--- config.mk ---
export PLATFORM = sky130hd
export DESIGN_NAME = dq_cell
export DESIGN_NICKNAME = d
export VERILOG_FILES = /design/src/sv/dq_pkg.sv /design/src/sv/dq_cell.sv
export SDC_FILE = /design/constraint.sdc
export NUM_CORES = 1
export LEC_CHECK = 0
export BUFFER_PORTS_ARGS = -buffer_cell sky130_fd_sc_hd__buf_4
export CAP_MARGIN = 20
export CORE_MARGIN = 5
export CORE_UTILIZATION = 44
export CTS_CLUSTER_SIZE = 24
export DETAILED_ROUTE_END_ITERATION = 7
export MAX_ROUTING_LAYER = met4
export PLACE_DENSITY = 0.94
export SLEW_MARGIN = 20
export SYNTH_ARGS = -nofsm -noshare
export SYNTH_HDL_FRONTEND = slang
export SYNTH_SLANG_ARGS = --single-unit
--- constraint.sdc ---
create_clock -name clk -period 6.5 [get_ports clk]
set_input_delay 0 -clock clk [delete_from_list [all_inputs] [get_ports clk]]
set_output_delay 0 -clock clk [all_outputs]
set_load 0.05 [all_outputs]
--- src/sv/dq_pkg.sv ---
// ----------------------------------------------------------------------------
// dq_pkg
// shared types and codes for the double-ended queue
// ----------------------------------------------------------------------------
package dq_pkg;

  localparam int unsigned DataW = 32;

  typedef enum logic [2:0] {
    FN_PUSH_FRONT = 3'd0,
    FN_PUSH_BACK  = 3'd1,
    FN_POP_FRONT  = 3'd2,
    FN_POP_BACK   = 3'd3,
    FN_LIST       = 3'd4,
    FN_CLEAR      = 3'd5
  } func_e_t;

  typedef enum logic [2:0] {
    STAT_PUSHED  = 3'd0,
    STAT_POPPED  = 3'd1,
    STAT_EMPTY   = 3'd2,
    STAT_LISTED  = 3'd3,
    STAT_CLEARED = 3'd4,
    STAT_FULL    = 3'd5
  } status_e_t;

  typedef enum logic [2:0] {
    CELL_HOLD,
    CELL_PUSH_FRONT,
    CELL_PUSH_BACK,
    CELL_POP_FRONT,
    CELL_ROTATE
  } cell_op_e_t;

  typedef enum logic {
    S_IDLE,
    S_LIST
  } state_e_t;

  typedef struct packed {
    cell_op_e_t         op;
    logic [DataW-1:0]   value;
  } cell_ctl_t;

endpackage

--- src/sv/dq_cell.sv ---
// ----------------------------------------------------------------------------
// dq_cell
// one storage cell of the queue chain; position 0 is the front
// ----------------------------------------------------------------------------
module dq_cell (
  input  logic                     clk,
  input  dq_pkg::cell_ctl_t        ctl,
  input  logic                     is_end,
  input  logic [dq_pkg::DataW-1:0] prev_data,
  input  logic [dq_pkg::DataW-1:0] next_data,
  input  logic [dq_pkg::DataW-1:0] head_data,
  output logic [dq_pkg::DataW-1:0] data
);
  import dq_pkg::*;

  logic [DataW-1:0] data_r;
  logic [DataW-1:0] data_nxt;

  always_comb begin
    data_nxt = data_r;
    case (ctl.op)
      CELL_HOLD:       data_nxt = data_r;
      CELL_PUSH_FRONT: data_nxt = prev_data;
      CELL_PUSH_BACK:  data_nxt = is_end ? ctl.value : data_r;
      CELL_POP_FRONT:  data_nxt = next_data;
      CELL_ROTATE:     data_nxt = is_end ? head_data : next_data;
      default:         data_nxt = data_r;
    endcase
  end

  always_ff @(posedge clk) begin
    data_r <= data_nxt;
  end

  assign data = data_r;

endmodule

# ---- After elaboration in Yosys (flattened, before gate mapping)
# Cells that the tools add are included.
dict set report word_totals {
  register_bits 32
  inputBits 133
  out_inout_bits 32
  elab_cells 11
}
dict set report op_classes {
  eq_ne 5
  muxes 3
  reduce_logical 2
}
# cell count
set op_table {}
lappend op_table {{case mux 32 bit (4 select lines)} 1}
lappend op_table {{two-way mux 32 bit} 2}
lappend op_table {{== test 3 x 2 -> 1 bit, second input constant} 2}
lappend op_table {{nonzero test 4 bit} 1}
lappend op_table {{== test 3 x 1 -> 1 bit, second input constant} 1}
lappend op_table {{== test 3 bit, second input constant} 1}
lappend op_table {{inequality test 2 bit, second input constant} 1}
lappend op_table {{AND reduction 2 bit} 1}

# ---- Logic depth before layout (Yosys ltp)
# Gate-level depths: netlist (run 1).
dict set report depth {
  depth_word 3
  ltp_mapped 6
  mapped_depth_nobuf 3
}

# ---- Worst setup path after synthesis (run 1)
# No wires, ideal clock.
dict set report synth_path {
  path_kind {input to register}
  from {input port is_end}
  to {register data_r[0] (netlist: data[0]) (enable)}
  setup_ps 466
  arrival_time_ps 2800
  required_time_ps 6034
  path_slack_ps 3234
  path_stages 4
  n_path_buf 2
  path_cell_list {buf_2 -> buf_2 -> a21oi_1 -> o21ai_0}
}
dict set report synth_between {
  elab_chain_len 2
}
# element line_no
set synth_lines {}
lappend synth_lines {{start, declared} dq_cell.sv:8} ;# input logic is_end,
lappend synth_lines {{inequality test 2 bit (no source line)} -}
lappend synth_lines {{AND reduction 2 bit (no source line)} -}
lappend synth_lines {{end signal, assigned} dq_cell.sv:32} ;# data_r <= data_nxt;
lappend synth_lines {{end, declared} dq_cell.sv:16} ;# logic [DataW-1:0] data_r;
# No other way between the ends.
# A chain may end at the register's enable or synchronous reset.

# ---- Worst setup path in the final report (run 1)
dict set report layout_path {
  from {input port is_end}
  to {register data_r[27] (netlist: data[27]) (enable)}
}
# Same word-level chain as after synthesis.

==> results.txt, run 1 <==
Final Hold Slack = 0.0306 ns
Fmax = 618 MHz
Chip width = 82.0 um
CTS tree = yes
Synth Area in Compound Gates = 21.5%
Synth Area in Simple Gates = 8.89%
Top Layer Used = met4
Seq/Total Area, Yosys = 42.2%
First-pass GRT wire length = 11.3 mm
Largest family of logic cells by synthesized area = multiplexers
ANT nets after route = 0
Fillers = 445
Port-buffer cells = 164
Most frequent cells in the layout = buf_4 (165), mux2i_1 (50), edfxtp_1 (32), a2bb2oi_1 (19)
Peak VDD IR = 0.000107 V
Syn nets = 335
Post-synthesis mux area share = 22.0%
Mapped Cells = 202
CP required = 6.39 ns
Critical path destination = data[27]$_DFFE_PP_
H-tree Lvls = 2
Final Cycle Share = 24.9%
Synth unique cells = 21
Final setup fails = 0
Metal3 WL = 668 um
Initial core utilization = 44.9%
Clock slew at reported path FFs = 0.06 ns
Global route total overflow = 0
Synth top area cells = edfxtp_1 (42%), mux2i_1 (22%), a2bb2oi_1 (7.3%)
Yosys warnings = 0
Most common library cell in the layout ignoring fill and taps = buf_4
Largest area contributor in the synthesized netlist = edfxtp_1
Nets = 484
Yosys reg bits = 32
Ant. Diodes = 0
Post-cts resize count = 0
Worst-path maximum fanout = 33
Die area = 6720 sq um
Pwr per Cell Area = 195 nW/um^2
Fin Setup TNS = 0 ns
Tightest Hold Check Type = in -> reg
Die Y-Extent = 82.0 um
Root Driver = clkbuf_8
Detailed Route Iter0 Violations = 116
Post-synthesis xor/xnor area fraction = 0.384%
Status = completed
Adder-cell area share of the yosys netlist = 0%
Std-Cell Rows = 26
Via count of the routed design = 2390
Leakage = 1.67 nW
Share of layout cells above drive strength 1 = 48.9%
Pin count of the biggest net entering global routing = 52
Via/cell ratio = 5.66
CTS buffer count = 5
Worst Path Class, Setup = in -> reg
Tmin final = 1.62 ns
Detailed Routing Iterations Pass 1 = 4
CP Data Arrival Time = 1.51 ns
Area grow syn2layout = 57.1%
Drt drc = 0
Postcts setup bufs = 0
Core Region = 5070 sq um
Clock sink total = 32
Final WL = 7.69 mm
RSZ-0062 raised after global routing = no
MaxCap Viol Count = 0
Routed met2 length = 4.06 mm
DRT met1 WL = 2.82 mm
# IOs = 165
Endpoint type of the worst setup path = flip-flop
Worst slew pin tran = 1.03 ns
CP startpoint kind = input port
Hold-fix buffers at CTS = 0
Slew headroom = 31.0%
Detail Placement HPWL = 5.72 mm
DR WL/cell = 18.2 um
Top-area cell type share of the netlist area = 42.2%
Synthesized area = 2280 sq um
Initial antenna violation count = 0
Mean Syn Cell Area = 11.3 sq um
Gp weighted congestion = 0.821
Hold violation total from the final report = 0
Max reg flops = 32
Overall Global Routing Usage = 22.7%
Worst setup path start = is_end
Max Slew Vio Count = 0
Maximum root-to-sink buffer count = 2
Vias in the first global route = 2395
==> metal layers <==
layer / up-vias / track usage [%]
met3: 14 / 5.48
met2: 114 / 40.2
li1: 1129 / -
met4: 0 / 7.48
met5: - / -
met1: 1133 / 24.9
==> critical path, stage by stage <==
cell	delay, ns
buf_4	0.47
a21oi_1	0.20
o21ai_4	0.83
==> metrics by stage <==
stage	std cells	total power [mW]	instance area, sq um	util [%]	setup slack (ns)
final	422	0.699	3580	70.6	4.88
after global routing	422	0.733	3580	70.6	4.79
after CTS	422	0.702	3580	70.6	4.87
after detailed placement	414	0.561	3500	69.0	4.58
after global placement	414	0.554	3500	69.0	4.62
after floorplan	202	0.443	2280	-	3.23
==> power by group <==
| group | switching, mW | internal (mW) |
|---|---|---|
| Clock | 0.0691 | 0.0745 |
| Sequential | 0.00780 | 0.261 |
| Combinational | 0.165 | 0.122 |
| Total | 0.242 | 0.457 |
==> cell families after synthesis <==
logic type | Yosys count
AO/OA/AOI/OAI | 62
XOR/XNOR | 1
buffers and inverters | 23
flip-flops | 32
multiplexers | 50
AND/OR/NAND/NOR | 34
==> synth_stat cells, drive strengths merged <==
cell type / n
clkbuf: 6
and3b: 1
nand2: 1
a22o: 9
nand2b: 2
xnor2: 1
o22ai: 5
nand3b: 9
edfxtp: 32
a2bb2oi: 19
o221ai: 18
o21ai: 1
buf: 17
mux2i: 50
nor3b: 1
nand3: 18
nor2: 1
a21oi: 10
or3b: 1
==> worst min-delay path by stage <==
| stage | from | to | slack [ns] | cells after the start |
|---|---|---|---|---|
| after detailed placement | prev_data[4] | data[4]$_DFFE_PP_ | 0.31 | 3 |
| after global placement | prev_data[8] | data[8]$_DFFE_PP_ | 0.30 | 3 |
| final | prev_data[3] | data[3]$_DFFE_PP_ | 0.03 | 3 |
| after floorplan | prev_data[0] | data[0]$_DFFE_PP_ | 0.22 | 2 |
| after global routing | prev_data[4] | data[4]$_DFFE_PP_ | 0.02 | 3 |
| after CTS | prev_data[4] | data[4]$_DFFE_PP_ | 0.03 | 3 |
==> layout make-up <==
cell class / count / area (sq um) / share of cell area [%]
multi-input cells: 147 / 1210 / 33.9
clock inverters: 1 / 3.75 / 0.105
well taps: 70 / 87.6 / 2.44
clock buffers: 7 / 76.3 / 2.13
flip-flops and latches: 32 / 961 / 26.8
repair buffers: 165 / 1240 / 34.6
(Power assumes the default switching activity.)
==> run 2, diff against run 1 <==
--- a/config.mk
+++ b/config.mk
@@ -8,11 +8,11 @@
 export BUFFER_PORTS_ARGS = -buffer_cell sky130_fd_sc_hd__buf_4
 export CAP_MARGIN = 20
 export CORE_MARGIN = 5
-export CORE_UTILIZATION = 44
+export CORE_UTILIZATION = 37
 export CTS_CLUSTER_SIZE = 24
 export DETAILED_ROUTE_END_ITERATION = 7
 export MAX_ROUTING_LAYER = met4
-export PLACE_DENSITY = 0.94
+export PLACE_DENSITY = 0.85
 export SLEW_MARGIN = 20
 export SYNTH_ARGS = -nofsm -noshare
 export SYNTH_HDL_FRONTEND = slang
==> constraint.sdc (replaced) <==
create_clock -name clk -period 1.45 [get_ports clk]
set_input_delay 0 -clock clk [delete_from_list [all_inputs] [get_ports clk]]
set_output_delay 0 -clock clk [all_outputs]
set_load 0.05 [all_outputs]
==> results.txt, run 2 (synthesis results as in run 1) <==
Status = completed (unchanged)
Chip width = 88.5 um (was 82.0 um)
Tightest Hold Check Type = in -> reg (unchanged)
Overall Global Routing Usage = 20.1% (was 22.7%)
CP Data Arrival Time = 1.19 ns (was 1.51 ns)
# IOs = 165 (unchanged)
Placed cell areas = 3650 sq um (was 3500 sq um)
DR WL/cell = 18.1 um (was 18.2 um)
Worst Path Class, Setup = in -> reg (unchanged)
NetSw = 1.12 mW (was 0.242 mW)
Worst-path maximum fanout = 13 (was 33)
Ant. Diodes = 0 (unchanged)
Std-Cell Rows = 28 (was 26)
Sequential standard cell area = 961 sq um (unchanged)
Via/cell ratio = 5.50 (was 5.66)
Sw frac = 34.9% (was 34.7%)
Pin count of the biggest net entering global routing = 36 (was 52)
Tmin final = 1.06 ns
CP delay by family, top = simple AND/OR/NAND/NOR gates (was compound AO/OA/AOI/OAI gates)
Vias in the first global route = 2484 (was 2395)
Post-layout util = 62.8% (was 70.6%)
Internal = 2.08 mW (was 0.457 mW)
CP required = 1.58 ns (was 6.39 ns)
Final Cycle Share = 73.1%
Via count of the routed design = 2427 (was 2390)
Leakage = 1.75 nW (was 1.67 nW)
Peak VDD IR = 0.000469 V (was 0.000107 V)
Port-buffer cells = 164 (unchanged)
Crit path largest cell delay = 0.57 ns (was 0.83 ns)
Maximum root-to-sink buffer count = 2 (unchanged)
Pwr per Cell Area = 855 nW/um^2 (was 195 nW/um^2)
Drt drc = 0 (unchanged)
Endpoint type of the worst setup path = flip-flop (unchanged)
Root Driver = clkbuf_8 (unchanged)
Final instance area = 3740 sq um (was 3580 sq um)
Fin Setup TNS = 0 ns (unchanged)
Detailed Route Iter0 Violations = 51 (was 116)
Pre-CTS setup slack = 0.0809 ns (was 4.58 ns)
Final WL = 7.98 mm (was 7.69 mm)
Initial core utilization = 38.3% (was 44.9%)
ANT nets after route = 0 (unchanged)
CP startpoint kind = input port (unchanged)
Area grow syn2layout = 64.0% (was 57.1%)
Critical path cell sequence = buf_4 -> buf_4 -> nor3b_1 -> a2bb2oi_1 -> a2bb2oi_1 (was buf_4 -> a21oi_1 -> o21ai_4)
Postcts setup bufs = 0 (unchanged)
Worst slew pin tran = 0.659 ns (was 1.03 ns)
Most common library cell in the layout ignoring fill and taps = buf_4 (unchanged)
RSZ-0062 raised after global routing = no (unchanged)
Global route total overflow = 0 (unchanged)
Hold-fix buffers at CTS = 0 (unchanged)
CTS buffer count = 5 (unchanged)
Clock slew at reported path FFs = 0.07 ns (was 0.06 ns)
Share of layout cells above drive strength 1 = 51.4% (was 48.9%)
Clock sink total = 32 (unchanged)
Fmax = 944 MHz
Fillers = 505 (was 445)
Core Region = 5960 sq um (was 5070 sq um)
Seq pwr share = 37.6% (was 38.4%)
Worst path slowest cell = nor3b_1 (was o21ai_4)
Hold violation total from the final report = 0 (unchanged)
Gp weighted congestion = 0.824 (was 0.821)
Placed Cells incl. Taps = 433 (was 414)
Combinational Power Share = 42.0% (was 41.0%)
Final Hold Slack = 0.0247 ns (was 0.0306 ns)
Detail Placement HPWL = 6.42 mm (was 5.72 mm)
Most frequent cells in the layout = buf_4 (176), mux2i_1 (50), edfxtp_1 (32), a2bb2oi_1 (19) (was buf_4 (165), mux2i_1 (50), edfxtp_1 (32), a2bb2oi_1 (19))
Max reg flops = 32 (unchanged)
Buffers & Inverters on Critical Path = 2 (was 1)
Final setup fails = 0 (unchanged)
Detailed Routing Iterations Pass 1 = 4 (unchanged)
Slew headroom = 56.0% (was 31.0%)
Initial antenna violation count = 0 (unchanged)
Die area = 7830 sq um (was 6720 sq um)
Nets = 498 (was 484)
CTS tree = yes (unchanged)
Final non-filler cell total = 441 (was 422)
Max Slew Vio Count = 0 (unchanged)
Area of the multi-input gates = 1210 sq um (unchanged)
Die Y-Extent = 88.5 um (was 82.0 um)
MaxCap Viol Count = 0 (unchanged)
First-pass GRT wire length = 11.7 mm (was 11.3 mm)
Total power = 3.20 mW (was 0.699 mW)
H-tree Lvls = 2 (unchanged)
Post-cts resize count = 0 (unchanged)
Final WS setup = 0.391 ns (was 4.88 ns)
Clk pwr share = 20.5% (about the same)
==> run 2: cell count changes in the layout (fill, tap and decap cells not counted) <==
cell	previous run	this run
clkinvlp_4	0	2
buf_12	0	3
clkbuf_1	2	0
buf_4	165	176
==> run 2: power by group through the flow <==
stage / clock [mW] / sequential (mW) / combinational [mW]
4_1_cts: 0.682 / 1.20 / 1.35
3_5_place_dp: 0 / 1.22 / 1.35
5_1_grt: 0.726 / 1.21 / 1.41
2_1_floorplan: 0 / 1.63 / 0.356
6_report: 0.654 / 1.20 / 1.34
3_3_place_gp: 0 / 1.22 / 1.32
==> run 2: routing by layer <==
layer,wire (um),global-route usage (%)
met1,2990,21.4
met5,0,-
met3,763,5.21
met2,4110,36.7
met4,127,5.08
==> run 2: final cells by class <==
type	count	area share (%)
flip-flops and latches	32	25.7
multi-input cells	147	32.5
clock inverters	3	0.502
repair buffers	179	36.9
well taps	75	2.51
clock buffers	5	1.84
==> run 2: worst paths after layout <==
| path | cells past startpoint | end | startpoint | slack (ns) |
|---|---|---|---|---|
| worst max-delay path | 5 | data[9]$_DFFE_PP_ | ctl[32] | 0.39 |
| worst min-delay path | 3 | data[27]$_DFFE_PP_ | prev_data[27] | 0.02 |
==> run 2: worst min-delay path: cells and delay by family <==
family	cells	cell delay, ns
and+or+nand+nor	1	0.05
AOI/OAI and AO/OA	1	0.06
buffers and inverters	1	0.08
